==> config.mk <==
export PLATFORM = sky130hd
export DESIGN_NAME = piecewise_linear_interpolator_unit
export DESIGN_NICKNAME = d
export VERILOG_FILES = /design/src/rtl/pliu_pkg.sv /design/src/rtl/piecewise_linear_interpolator_unit.sv /design/src/rtl/pliu_ram.sv /design/src/rtl/pliu_div.sv /design/src/rtl/pliu_dp.sv /design/src/rtl/pliu_ctrl.sv
export VERILOG_INCLUDE_DIRS = /design/src /design/src/rtl
export SDC_FILE = /design/constraint.sdc
export NUM_CORES = 2
export LEC_CHECK = 0
export BUFFER_PORTS_ARGS = -buffer_cell sky130_fd_sc_hd__buf_2
export CAP_MARGIN = 20
export CORE_MARGIN = 8
export CORE_UTILIZATION = 34
export CTS_CLUSTER_SIZE = 14
export DETAILED_ROUTE_END_ITERATION = 10
export PLACE_DENSITY_LB_ADDON = 0.2
export SYNTH_ARGS = -nofsm -noshare
export SYNTH_HDL_FRONTEND = slang
export SYNTH_SLANG_ARGS = --single-unit
export TNS_END_PERCENT = 20
==> constraint.sdc <==
create_clock -name clk -period 21.7 [get_ports clk]
set_input_delay 4.34 -clock clk [delete_from_list [all_inputs] [get_ports clk]]
set_output_delay 4.34 -clock clk [all_outputs]
set_load 0.05 [all_outputs]
==> src/rtl/piecewise_linear_interpolator_unit_macros.svh <==
// Assertion macros for the piecewise linear interpolator unit.
`ifndef PIECEWISE_LINEAR_INTERPOLATOR_UNIT_MACROS_SVH
`define PIECEWISE_LINEAR_INTERPOLATOR_UNIT_MACROS_SVH

// Same-cycle implication on clk, masked while arst_n is low.
`define PLIU_ASSERT_NOW(label, ante, cons, msg) \
	label: assert property (@(posedge clk) disable iff (!arst_n) (ante) |-> (cons)) \
		else $error(msg);

// Next-cycle implication on clk, masked while arst_n is low.
`define PLIU_ASSERT_NEXT(label, ante, cons, msg) \
	label: assert property (@(posedge clk) disable iff (!arst_n) (ante) |=> (cons)) \
		else $error(msg);

`endif

==> src/rtl/pliu_pkg.sv <==
// Shared types and constants of the piecewise linear interpolator unit.
package pliu_pkg;

	localparam int NUM_W    = 64;
	localparam int DEN_W    = 32;
	localparam int QUO_W    = 36;
	localparam int DIV_ITER = QUO_W / 2;
	localparam int HI_W     = NUM_W - QUO_W;
	localparam int QCAP_W   = 34;
	localparam logic [QCAP_W-1:0] TERM_CAP = {1'b1, {(QCAP_W-1){1'b0}}};

	localparam logic [2:0] STAT_INTERP = 3'd0;
	localparam logic [2:0] STAT_BELOW  = 3'd1;
	localparam logic [2:0] STAT_ABOVE  = 3'd2;
	localparam logic [2:0] STAT_NOSEG  = 3'd3;
	localparam logic [2:0] STAT_ZEROW  = 3'd4;

	typedef struct packed {
		logic clear;
		logic load_v;
		logic wr_req;
		logic rd_en;
		logic eval;
		logic pair;
		logic first;
		logic last;
		logic calc;
		logic mult;
		logic div_start;
		logic out_load;
	} pliu_cmd_t;

	typedef struct packed {
		logic noseg;
		logic div_done;
	} pliu_sts_t;

endpackage

==> src/rtl/piecewise_linear_interpolator_unit.sv <==
// Piecewise linear interpolator unit: top level.
// Table write: no result. Query: table scan over the effective point count at one entry per cycle,
// then 18 divider iterations; the iterations are skipped on quotient overflow or a zero-width segment,
// and the multiply and divide are skipped when no segment is found.
// The next transaction is taken in the cycle after the result is loaded, even if the result still waits.
// arst_n clears control state and sets points_in_use to 2; table contents are not reset.
module piecewise_linear_interpolator_unit #(
	parameter int MAX_POINTS = 16,
	parameter int FRAC_BITS  = 16
) (
	input  logic         clk,
	input  logic         arst_n,
	input  logic         s_tvalid,
	output logic         s_tready,
	input  logic [103:0] s_tdata,  // entry_index[3:0], entry_x[35:4], entry_fx[67:36], query_value[99:68], zero pad
	input  logic         s_tuser,  // func
	output logic         m_tvalid,
	input  logic         m_tready,
	output logic [31:0]  m_tdata,  // mapped_value
	output logic [2:0]   m_tuser,  // status
	input  logic         cfg_valid,
	output logic         cfg_ready,
	input  logic [4:0]   cfg_data   // points_in_use
);
	import pliu_pkg::*;

	`include "piecewise_linear_interpolator_unit_macros.svh"

	localparam int AW = $clog2(MAX_POINTS);
	localparam logic [31:0] NEG_ONE = -(32'sd1 <<< FRAC_BITS);

	pliu_cmd_t       cmd;
	pliu_sts_t       sts;
	logic [AW-1:0]   rd_addr;
	logic signed [31:0] mapped_value;

	pliu_ctrl #(
		.MAX_POINTS (MAX_POINTS)
	) u_ctrl (
		.clk       (clk),
		.arst_n    (arst_n),
		.s_valid   (s_tvalid),
		.s_func    (s_tuser),
		.s_ready   (s_tready),
		.cfg_valid (cfg_valid),
		.cfg_data  (cfg_data),
		.cfg_ready (cfg_ready),
		.m_valid   (m_tvalid),
		.m_ready   (m_tready),
		.cmd       (cmd),
		.rd_addr   (rd_addr),
		.sts       (sts)
	);

	pliu_dp #(
		.MAX_POINTS (MAX_POINTS),
		.FRAC_BITS  (FRAC_BITS)
	) u_dp (
		.clk          (clk),
		.arst_n       (arst_n),
		.cmd          (cmd),
		.sts          (sts),
		.rd_addr      (rd_addr),
		.entry_index  (s_tdata[3:0]),
		.entry_x      (signed'(s_tdata[35:4])),
		.entry_fx     (signed'(s_tdata[67:36])),
		.query_value  (signed'(s_tdata[99:68])),
		.mapped_value (mapped_value),
		.status       (m_tuser)
	);

	assign m_tdata = mapped_value;

	`PLIU_ASSERT_NEXT(a_query_blocks_input, s_tvalid && s_tready && s_tuser, !s_tready, "query transaction did not take the unit busy")
	`PLIU_ASSERT_NEXT(a_write_no_result, s_tvalid && s_tready && !s_tuser && !m_tvalid, !m_tvalid, "table write produced a result")
	`PLIU_ASSERT_NOW(a_noseg_value, m_tvalid && (m_tuser == STAT_NOSEG), m_tdata == NEG_ONE, "no-segment result is not minus one")

endmodule

==> src/rtl/pliu_ram.sv <==
// Generic single-write, single-read RAM with registered read data.
module pliu_ram #(
	parameter int WIDTH = 64,
	parameter int DEPTH = 16
) (
	input  logic                     clk,
	input  logic                     wr_en,
	input  logic [$clog2(DEPTH)-1:0] wr_addr,
	input  logic [WIDTH-1:0]         wr_data,
	input  logic                     rd_en,
	input  logic [$clog2(DEPTH)-1:0] rd_addr,
	output logic [WIDTH-1:0]         rd_data
);

	logic [WIDTH-1:0] mem_q [DEPTH];

	always_ff @(posedge clk) begin
		if (wr_en) begin
			mem_q[wr_addr] <= wr_data;
		end
		if (rd_en) begin
			rd_data <= mem_q[rd_addr];
		end
	end

endmodule

==> src/rtl/pliu_div.sv <==
// Iterative unsigned divider, two quotient bits per cycle, with overflow detect.
module pliu_div (
	input  logic                         clk,
	input  logic                         arst_n,
	input  logic                         start,
	input  logic [pliu_pkg::NUM_W-1:0]   dividend,
	input  logic [pliu_pkg::DEN_W-1:0]   divisor,
	output logic [pliu_pkg::QUO_W-1:0]   quotient,
	output logic                         ovf,
	output logic                         done
);
	import pliu_pkg::*;

	localparam int CW = $clog2(DIV_ITER);

	logic              busy_q;
	logic              done_q;
	logic              ovf_q;
	logic [CW-1:0]     cnt_q;
	logic [DEN_W-1:0]  den_q;
	logic [DEN_W-1:0]  rem_q;
	logic [QUO_W-1:0]  dvd_q;
	logic [QUO_W-1:0]  quo_q;

	logic [DEN_W:0]    r1, r2, r1m, r2m;
	logic              ge1, ge2;
	logic              ovf_start;

	assign ovf_start = {{(DEN_W-HI_W){1'b0}}, dividend[NUM_W-1:QUO_W]} >= divisor;

	always_comb begin
		r1  = {rem_q, dvd_q[QUO_W-1]};
		ge1 = r1 >= {1'b0, den_q};
		r1m = ge1 ? (r1 - {1'b0, den_q}) : r1;
		r2  = {r1m[DEN_W-1:0], dvd_q[QUO_W-2]};
		ge2 = r2 >= {1'b0, den_q};
		r2m = ge2 ? (r2 - {1'b0, den_q}) : r2;
	end

	always_ff @(posedge clk or negedge arst_n) begin
		if (!arst_n) begin
			busy_q <= 1'b0;
			done_q <= 1'b0;
			cnt_q  <= '0;
		end else begin
			done_q <= 1'b0;
			if (start) begin
				busy_q <= !ovf_start;
				done_q <= ovf_start;
				cnt_q  <= CW'(DIV_ITER - 1);
			end else if (busy_q) begin
				cnt_q <= cnt_q - 1'b1;
				if (cnt_q == '0) begin
					busy_q <= 1'b0;
					done_q <= 1'b1;
				end
			end
		end
	end

	always_ff @(posedge clk) begin
		if (start) begin
			ovf_q <= ovf_start;
			den_q <= divisor;
			rem_q <= {{(DEN_W-HI_W){1'b0}}, dividend[NUM_W-1:QUO_W]};
			dvd_q <= dividend[QUO_W-1:0];
			quo_q <= '0;
		end else if (busy_q) begin
			rem_q <= r2m[DEN_W-1:0];
			dvd_q <= {dvd_q[QUO_W-3:0], 2'b00};
			quo_q <= {quo_q[QUO_W-3:0], ge1, ge2};
		end
	end

	assign quotient = quo_q;
	assign ovf      = ovf_q;
	assign done     = done_q;

endmodule

==> src/rtl/pliu_dp.sv <==
// Datapath: breakpoint table, segment search, line evaluation and result register.
module pliu_dp #(
	parameter int MAX_POINTS = 16,
	parameter int FRAC_BITS  = 16
) (
	input  logic                            clk,
	input  logic                            arst_n,
	input  pliu_pkg::pliu_cmd_t             cmd,
	output pliu_pkg::pliu_sts_t             sts,
	input  logic [$clog2(MAX_POINTS)-1:0]   rd_addr,
	input  logic [3:0]                      entry_index,
	input  logic signed [31:0]              entry_x,
	input  logic signed [31:0]              entry_fx,
	input  logic signed [31:0]              query_value,
	output logic signed [31:0]              mapped_value,
	output logic [2:0]                      status
);
	import pliu_pkg::*;

	localparam int AW = $clog2(MAX_POINTS);
	localparam logic signed [31:0] NEG_ONE = -(32'sd1 <<< FRAC_BITS);

	logic              wr_en;
	logic [63:0]       rd_data;
	logic signed [31:0] rd_x, rd_fx;

	logic signed [31:0] v_q;
	logic signed [31:0] cur_x_q, cur_fx_q;
	logic signed [31:0] seg_xa_q, seg_fa_q, seg_xb_q, seg_fb_q;
	logic              below_q, above_q, found_q;
	logic              below_hit, above_hit, brk_hit, seg_ld;

	logic signed [32:0] dy, dx, da;
	logic [31:0]       mag_dy_s1, mag_a_s1, mag_dx_s1;
	logic              neg_s1, negz_s1, dxz_s1;
	logic [NUM_W-1:0]  num_s2;

	logic [QUO_W-1:0]  quo;
	logic              div_ovf;
	logic              div_done;

	logic [QCAP_W-1:0] qs;
	logic              neg_f;
	logic signed [34:0] term;
	logic signed [35:0] sum;
	logic signed [31:0] sat;
	logic [2:0]        stat_n;

	assign wr_en = cmd.wr_req && (32'(entry_index) < MAX_POINTS);

	pliu_ram #(
		.WIDTH (64),
		.DEPTH (MAX_POINTS)
	) u_table (
		.clk     (clk),
		.wr_en   (wr_en),
		.wr_addr (AW'(entry_index)),
		.wr_data ({entry_fx, entry_x}),
		.rd_en   (cmd.rd_en),
		.rd_addr (rd_addr),
		.rd_data (rd_data)
	);

	assign rd_x  = signed'(rd_data[31:0]);
	assign rd_fx = signed'(rd_data[63:32]);

	// cur_* holds the previous entry while the next one arrives
	always_comb begin
		below_hit = cmd.eval && cmd.pair && cmd.first && (v_q < cur_x_q);
		above_hit = cmd.eval && cmd.pair && cmd.last && (v_q > rd_x);
		brk_hit   = cmd.eval && cmd.pair && !found_q && (cur_x_q <= v_q) && (v_q <= rd_x);
		seg_ld    = below_hit || ((above_hit || brk_hit) && !below_q);
	end

	always_ff @(posedge clk or negedge arst_n) begin
		if (!arst_n) begin
			below_q <= 1'b0;
			above_q <= 1'b0;
			found_q <= 1'b0;
		end else if (cmd.clear) begin
			below_q <= 1'b0;
			above_q <= 1'b0;
			found_q <= 1'b0;
		end else begin
			below_q <= below_q | below_hit;
			above_q <= above_q | above_hit;
			found_q <= found_q | brk_hit;
		end
	end

	always_ff @(posedge clk) begin
		if (cmd.load_v) begin
			v_q <= query_value;
		end
		if (cmd.eval) begin
			cur_x_q  <= rd_x;
			cur_fx_q <= rd_fx;
		end
		if (seg_ld) begin
			seg_xa_q <= cur_x_q;
			seg_fa_q <= cur_fx_q;
			seg_xb_q <= rd_x;
			seg_fb_q <= rd_fx;
		end
	end

	assign sts.noseg    = !below_q && !above_q && !found_q;
	assign sts.div_done = div_done;

	always_comb begin
		dy = 33'(seg_fb_q) - 33'(seg_fa_q);
		dx = 33'(seg_xb_q) - 33'(seg_xa_q);
		da = 33'(v_q) - 33'(seg_xa_q);
	end

	always_ff @(posedge clk) begin
		if (cmd.calc) begin
			mag_dy_s1 <= dy[32] ? 32'(-dy) : dy[31:0];
			mag_a_s1  <= da[32] ? 32'(-da) : da[31:0];
			mag_dx_s1 <= dx[32] ? 32'(-dx) : dx[31:0];
			neg_s1    <= dy[32] ^ da[32] ^ dx[32];
			negz_s1   <= dy[32] ^ da[32];
			dxz_s1    <= (dx == '0);
		end
		if (cmd.mult) begin
			num_s2 <= NUM_W'(mag_dy_s1) * NUM_W'(mag_a_s1);
		end
	end

	pliu_div u_div (
		.clk      (clk),
		.arst_n   (arst_n),
		.start    (cmd.div_start),
		.dividend (num_s2),
		.divisor  (mag_dx_s1),
		.quotient (quo),
		.ovf      (div_ovf),
		.done     (div_done)
	);

	always_comb begin
		if (div_ovf || dxz_s1 || (quo > QUO_W'(TERM_CAP))) begin
			qs = TERM_CAP;
		end else begin
			qs = quo[QCAP_W-1:0];
		end
		neg_f = dxz_s1 ? negz_s1 : neg_s1;
		if (num_s2 == '0) begin
			term = '0;
		end else if (neg_f) begin
			term = -signed'({1'b0, qs});
		end else begin
			term = signed'({1'b0, qs});
		end
		sum = 36'(seg_fa_q) + 36'(term);
		if (sum > 36'sh0_7FFF_FFFF) begin
			sat = 32'sh7FFF_FFFF;
		end else if (sum < -36'sh0_8000_0000) begin
			sat = -32'sh8000_0000;
		end else begin
			sat = sum[31:0];
		end
		if (sts.noseg) begin
			stat_n = STAT_NOSEG;
		end else if (dxz_s1) begin
			stat_n = STAT_ZEROW;
		end else if (below_q) begin
			stat_n = STAT_BELOW;
		end else if (above_q) begin
			stat_n = STAT_ABOVE;
		end else begin
			stat_n = STAT_INTERP;
		end
	end

	always_ff @(posedge clk) begin
		if (cmd.out_load) begin
			mapped_value <= sts.noseg ? NEG_ONE : sat;
			status       <= stat_n;
		end
	end

endmodule

==> src/rtl/pliu_ctrl.sv <==
// Controller: sequences table writes, the scan, the arithmetic and the output handshake.
module pliu_ctrl #(
	parameter int MAX_POINTS = 16
) (
	input  logic                            clk,
	input  logic                            arst_n,
	input  logic                            s_valid,
	input  logic                            s_func,
	output logic                            s_ready,
	input  logic                            cfg_valid,
	input  logic [4:0]                      cfg_data,
	output logic                            cfg_ready,
	output logic                            m_valid,
	input  logic                            m_ready,
	output pliu_pkg::pliu_cmd_t             cmd,
	output logic [$clog2(MAX_POINTS)-1:0]   rd_addr,
	input  pliu_pkg::pliu_sts_t             sts
);
	import pliu_pkg::*;

	localparam int AW = $clog2(MAX_POINTS);
	localparam int NW = ((AW > 5) ? AW : 5) + 1;

	typedef enum logic [7:0] {
		S_IDLE  = 8'b0000_0001,
		S_SCAN  = 8'b0000_0010,
		S_DRAIN = 8'b0000_0100,
		S_SETUP = 8'b0000_1000,
		S_MULT  = 8'b0001_0000,
		S_DIVGO = 8'b0010_0000,
		S_DIVW  = 8'b0100_0000,
		S_FIN   = 8'b1000_0000
	} pliu_state_t;

	pliu_state_t     state_q, state_n;
	logic [4:0]      points_q;
	logic [AW-1:0]   cnt_q;
	logic [NW-1:0]   pts_w, n_eff;
	logic [AW-1:0]   last_idx;
	logic            eval_s1, pair_s1, first_s1, last_s1;
	logic            m_valid_q;
	logic            in_acc, out_free;

	assign cfg_ready = 1'b1;
	assign s_ready   = (state_q == S_IDLE);
	assign in_acc    = s_valid && s_ready;
	assign out_free  = !m_valid_q || m_ready;
	assign m_valid   = m_valid_q;
	assign rd_addr   = cnt_q;

	always_comb begin
		pts_w = NW'(points_q);
		if (pts_w < NW'(2)) begin
			n_eff = NW'(2);
		end else if (pts_w > NW'(MAX_POINTS)) begin
			n_eff = NW'(MAX_POINTS);
		end else begin
			n_eff = pts_w;
		end
		last_idx = AW'(n_eff - NW'(1));
	end

	always_comb begin
		state_n = state_q;
		cmd     = '0;
		cmd.eval  = eval_s1;
		cmd.pair  = pair_s1;
		cmd.first = first_s1;
		cmd.last  = last_s1;
		case (state_q)
			S_IDLE: begin
				cmd.wr_req = in_acc && !s_func;
				if (in_acc && s_func) begin
					cmd.load_v = 1'b1;
					cmd.clear  = 1'b1;
					state_n    = S_SCAN;
				end
			end
			S_SCAN: begin
				cmd.rd_en = 1'b1;
				if (cnt_q == last_idx) begin
					state_n = S_DRAIN;
				end
			end
			S_DRAIN: begin
				state_n = S_SETUP;
			end
			S_SETUP: begin
				cmd.calc = 1'b1;
				state_n  = sts.noseg ? S_FIN : S_MULT;
			end
			S_MULT: begin
				cmd.mult = 1'b1;
				state_n  = S_DIVGO;
			end
			S_DIVGO: begin
				cmd.div_start = 1'b1;
				state_n       = S_DIVW;
			end
			S_DIVW: begin
				if (sts.div_done) begin
					state_n = S_FIN;
				end
			end
			S_FIN: begin
				if (out_free) begin
					cmd.out_load = 1'b1;
					state_n      = S_IDLE;
				end
			end
			default: begin
				state_n = S_IDLE;
			end
		endcase
	end

	always_ff @(posedge clk or negedge arst_n) begin
		if (!arst_n) begin
			state_q   <= S_IDLE;
			points_q  <= 5'd2;
			cnt_q     <= '0;
			eval_s1   <= 1'b0;
			pair_s1   <= 1'b0;
			first_s1  <= 1'b0;
			last_s1   <= 1'b0;
			m_valid_q <= 1'b0;
		end else begin
			state_q <= state_n;
			if (cfg_valid && cfg_ready) begin
				points_q <= cfg_data;
			end
			if (state_q == S_SCAN) begin
				cnt_q <= cnt_q + 1'b1;
			end else begin
				cnt_q <= '0;
			end
			eval_s1  <= (state_q == S_SCAN);
			pair_s1  <= (cnt_q != '0);
			first_s1 <= (cnt_q == AW'(1));
			last_s1  <= (cnt_q == last_idx);
			if (cmd.out_load) begin
				m_valid_q <= 1'b1;
			end else if (m_ready) begin
				m_valid_q <= 1'b0;
			end
		end
	end

endmodule

# Word-level counts from Yosys, hierarchy flattened
# Memories as Yosys holds them, arrays and structs flattened. A register that Yosys moved wholly into a read port is not among the register bits.
# Cells that the tools add are included.
# word_totals
reg_bits,591
memories,1
wordCells,166
mem_bits_rw,1024
# mem_list
memory,words,width,rd,rd_clocked_by_memory_dff,write_ports,line,source
u_dp.u_table.mem_q,16,64,1,1,1,pliu_ram.sv:15,logic [WIDTH-1:0] mem_q [DEPTH];
# op_classes
n_mux,50
n_bitwise,5
mul,1
order_cmp,12
add_sub_neg,13
n_eq_ne,14
reduce_logical,33
# op_table
op,count
2-to-1 mux 32 bit,7
subtractor 32 x 32 -> 33 bit,3
negator 32 bit,3
2-to-1 mux 36 bit,2
2-to-1 mux 35 bit,2
>= comparator 33 x 32 -> 1 bit,2
<= comparator 32 bit,2
logical NOT 64 bit,1
multiplier 32 x 32 -> 64 bit,1
one-hot mux 8 bit (8 select lines),1
subtractor 32 bit,2
2-to-1 mux 28 bit,2
2-to-1 mux 8 bit,5
adder 32 x 35 -> 36 bit,1
"greater-than comparator 36 x 32 -> 1 bit, second input constant",1
"greater-than comparator 36 x 34 -> 1 bit, second input constant",1
"less-than comparator 36 x 32 -> 1 bit, second input constant",1
negator 34 -> 35 bit,1
2-to-1 mux 34 bit,1
logical NOT 33 bit,1
>= comparator 28 x 32 -> 1 bit,1
greater-than comparator 32 bit,1
less-than comparator 32 bit,1
2-to-1 mux 1 bit,20
31 further kinds,65

# Logic depth before layout (Yosys ltp)
# logic_depth
word_depth,10
ltp_mapped,32
mapped_depth_nobuf,30

# Cells and area by module
# Synthesis repeated with hierarchy kept, for this count alone.
# unflattened
hier_cells,8964
hier_area_um2,109910.4
# modules_own_cells
module,area_each_um2,cells_each,instances,seq_area_each_um2
pliu_dp,58466.1,6179,1,12747.2
pliu_ram,40222.3,1647,1,32671.3
pliu_div,10085.9,1028,1,3888.7
pliu_ctrl,1136.1,110,1,553.0

# Worst setup path before layout
# Ideal clock, no wire load.
# synth_timing
path_type,input to register
from,input s_tvalid
to,"memory u_dp.u_table.mem_q[0][0], enable pin"
t_arrival_ps,9116
setup_slack_ps,12019
required_time_ps,21135
path_stages,4
n_path_buf,0
setup_time_ps,565
path_cell_list,nand2_1 nor3_1 nand2b_1 nor3_1
# synth_via
elab_chain_len,5
# synth_rtl
item,line,source
from (decl),piecewise_linear_interpolator_unit.sv:13,"input logic s_tvalid,"
logical AND 1 bit,pliu_ctrl.sv:46,assign in_acc = s_valid && s_ready;
logical AND 1 bit,pliu_ctrl.sv:72,cmd.wr_req = in_acc && !s_func;
2-to-1 mux 3 bit,pliu_ctrl.sv:70,case (state_q)
2-to-1 mux 1 bit,pliu_ram.sv:18,if (wr_en) begin
2-to-1 mux 1 bit (not written as such),pliu_ram.sv:19,mem_q[wr_addr] <= wr_data;
to (decl),pliu_ram.sv:15,
# Every way passes these cells.

# Final worst setup path
# layout_timing
from,register u_dp.mag_dy_s1[17]
to,"register u_dp.num_s2[58], data pin"
# layout_via
elab_chain_len,1
# layout_rtl
item,line,source
from (decl),pliu_dp.sv:34,"logic [31:0] mag_dy_s1, mag_a_s1, mag_dx_s1;"
from (signal assigned),pliu_dp.sv:118,mag_dy_s1 <= dy[32] ? 32'(-dy) : dy[31:0];
multiplier 32 x 32 -> 64 bit,pliu_dp.sv:126,num_s2 <= NUM_W'(mag_dy_s1) * NUM_W'(mag_a_s1);
to (signal assigned),pliu_dp.sv:126,
to (decl),pliu_dp.sv:36,logic [NUM_W-1:0] num_s2;
# Every way passes these cells.
# A chain may end at the register's enable or synchronous reset.

==> impl_results.md <==
* Clock power frac at 41.6%
* CTS HTree Levels at 4
* Slowest cell delay on critical path at 0.55 ns
* Number of synthesized flops with an enable pin at 1607
* First DRT Iteration DRCs at 4413
* CP max stage cell: edfxtp_1
* Die Wd at 583 um
* Yosys cell types at 99
* Starting Density at 34.1%
* Largest net degree at the start of global routing at 80
* WL/cell at 21.8 um
* Main area contributors after synthesis: edfxtp_1 44%, fa_1 17%, mux4_2 6.6%
* Skew-Pair Late Insertion Delay at 0.87 ns
* Top cell type's share of synthesized area at 44.1%
* Clock sink total at 1679
* First-pass GRT wire length at 443 mm
* Top-Level Pins at 153
* Syn_nets at 10400
* Synth Warn # at 0
* Hold Buf Count CTS at 0
* Setup repair bufs after CTS at 0
* Tcrit/Tclk final at 43.8%
* Sw Ratio at 22.8%
* Int Power at 5.66 mW
* Root Driver: clkbuf_16
* CTS Buf Count at 183
* Relative slew slack at 27.9%
* CTS tree: yes
* Crit end category: flop
* Worst path most repeated cell: fa_1
* Critical Path RT at 22.26 ns
* Area of the core at 0.321 mm2
* Top_reg_cell synth: edfxtp_1
* Status: completed
* Yosys top cell by area: edfxtp_1
* DR vias at 67700
* Pwr Density at 60.5 mW/mm2
* Pwr Total at 7.33 mW
* Mapped Area at 0.109 mm2
* Die extent in y at 583 um
* Syn Inst Count at 8835
* Most common cell after layout, fill and taps aside: edfxtp_1
* CTS Buffer Depth at 4
* Initial antenna violation count at 36
* CP Class: flop to flop
* Nets at 10500
* Final setup TNS at 0 ns
* Port Buffers at 147
* Register-to-register setup slack at 12.20 ns
* CTS-repair resized insts at 0
* Routed WL at 292 mm
* Register area share after synthesis at 45.6%
* #FFs+latches synth at 1679
* Ys async rst share at 1.91%
* Max-cap viol count at 0
* Clock Skew at 0.0976 ns
* LEAKAGE at 48.1 nW
* WHS at 0.385 ns
* Gpl congestion at 0.863
* CP Max Fanout at 27
* Combinational power share at 8.2%
* Count of pins over their slew limit at 0
* Min Clock Period, post-route at 9.50 ns
* Clock Pin Slew Worst Setup and Hold Paths at 0.06 ns
* Via/cell ratio at 5.05
* Drt pass-1 iters at 6
* Startpoint types: flop
* Grt ovf at 0
* Seq pwr share at 50.2%
* Peak VDD IR at 0.0000612 V
* Synthesis-to-finish area growth at 10.8%
* Syn Area/Cell at 12.4 um2
* RSZ-0062 raised after global routing: no
* Antenna Violating Nets Remaining at 0
* Final-report setup violation count at 0
* GRT Overall Usage at 16.9%
* Worst slew pin tran at 1.07 ns
* Count of final hold-check violations at 0
* Vias in the first global route at 71600
* Psw at 1.67 mW
* CP Data Arrival Time at 10.06 ns
* # rows at 208
* Class of the most critical hold timing path: flop to flop
* Commonest cells after routing, fill and taps aside: 1607 x edfxtp_1, 1296 x inv_1, 1141 x nand2_1, 902 x fa_1, 560 x ha_1
* Layout cells sized above 1 at 10.9%
* Highest clock rate at 105 MHz
* Die area at 0.340 mm2
* Finished Core Util at 37.8%
* Residual DRC at 0
* DP HPWL at 202 mm
## state kept, by name (all words and copies together), names as in the netlist, 36 cells and up
| register | count |
|---|---|
| u_dp.u_div.dvd_q | 36 |
| u_dp.num_s2 | 64 |
| u_dp.u_div.quotient | 36 |
| u_dp.u_table.mem_q | 1024 |
| u_dp.u_table.rd_data | 64 |
## power groups by stage
stage / Sequential (mW) / Combinational [mW] / Clock, mW
final: 3.68 / 0.602 / 3.05
after global routing: 3.68 / 0.664 / 3.24
after CTS: 3.68 / 0.614 / 3.13
after detailed placement: 3.75 / 0.611 / 0
after global placement: 3.75 / 0.604 / 0
after floorplan: 3.72 / 0.423 / 0
## cell usage after synthesis (all sizes together), types with 11 or more instances
| master | instances |
|---|---|
| a211o | 14 |
| a211oi | 24 |
| a21boi | 14 |
| a21o | 221 |
| a21oi | 310 |
| a31o | 12 |
| a31oi | 60 |
| and2 | 265 |
| and3 | 35 |
| buf | 42 |
| clkbuf | 331 |
| dfrtp | 30 |
| dfxtp | 40 |
| edfxtp | 1607 |
| fa | 902 |
| ha | 560 |
| inv | 1298 |
| mux2 | 29 |
| mux2i | 54 |
| mux4 | 321 |
| nand2 | 1143 |
| nand2b | 40 |
| nand3 | 88 |
| nand3b | 11 |
| nand4 | 58 |
| nor2 | 313 |
| nor2b | 39 |
| nor3 | 75 |
| nor3b | 14 |
| nor4 | 35 |
| o211ai | 26 |
| o21a | 41 |
| o21ai | 196 |
| o21bai | 35 |
| o31ai | 21 |
| o41ai | 14 |
| or2 | 17 |
| or3 | 30 |
| xnor2 | 231 |
| xor2 | 106 |
## critical path, delay by kind of cell (launching register included)
| family | cells | cell delay [ns] |
|---|---|---|
| AOI/OAI and AO/OA | 8 | 2.37 |
| xor gates and xnor gates | 1 | 0.09 |
| adders and majority gates | 9 | 4.43 |
| buffers and inverters | 8 | 0.85 |
| DFF | 1 | 0.55 |
| and+or+nand+nor | 4 | 0.93 |
## cell type report
cell class / instances / area (um2)
timing repair buffer: 289 / 1810
antenna: 12 / 30.0
fill: 31100 / 199000
sequential: 1679 / 49900
inverter: 1298 / 4880
tap: 4305 / 5390
clock inverter: 106 / 1030
clock buffer: 220 / 4780
multi-input combinational: 5485 / 53400
## path summary, 6_finish.rpt
check | start | to | cells after the start
worst min register to register | u_dp.cur_x_q[17] | u_dp.seg_xa_q[17] | 0
worst max register to register | u_dp.mag_dy_s1[17] | u_dp.num_s2[58] | 30
min in group asynchronous | arst_n | u_ctrl.points_q[0] | 1
worst min-delay path | u_dp.cur_x_q[17] | u_dp.seg_xa_q[17] | 0
worst max-delay path | u_dp.mag_dy_s1[17] | u_dp.num_s2[58] | 30
max in group asynchronous | arst_n | u_ctrl.rd_addr[0] | 1
## metal layers
layer	part of all wire, %	track usage (%)	vias to the layer above
met5	0.039	0	-
met1	42	21.6	35000
met4	3.2	5.15	18
met3	4.9	2.45	480
met2	50	29.6	1644
li1	-	-	30500
## through the flow
| step | cells | cell area [um2] | setup WS, ns |
|---|---|---|---|
| 6_report | 13400 | 121000 | 12.20 |
| 5_1_grt | 13400 | 121000 | 11.83 |
| 4_1_cts | 13400 | 121000 | 12.26 |
| 3_5_place_dp | 13100 | 115000 | 12.31 |
| 3_3_place_gp | 13100 | 115000 | 12.25 |
| 2_1_floorplan | 8835 | 109000 | 12.02 |
## cell families after synthesis
kind of cell	count (synthesis)	synth area share, %
AND/OR/NAND/NOR	2201	9.24
flip-flops	1679	45.6
buffers and inverters	1671	5.75
adder cells (fa/ha/maj)	1462	22.9
AO/OA/AOI/OAI	1080	6.42
multiplexers	404	7.40
XOR/XNOR	337	2.70
other	1	0.00343
(Power assumes the default switching activity.)
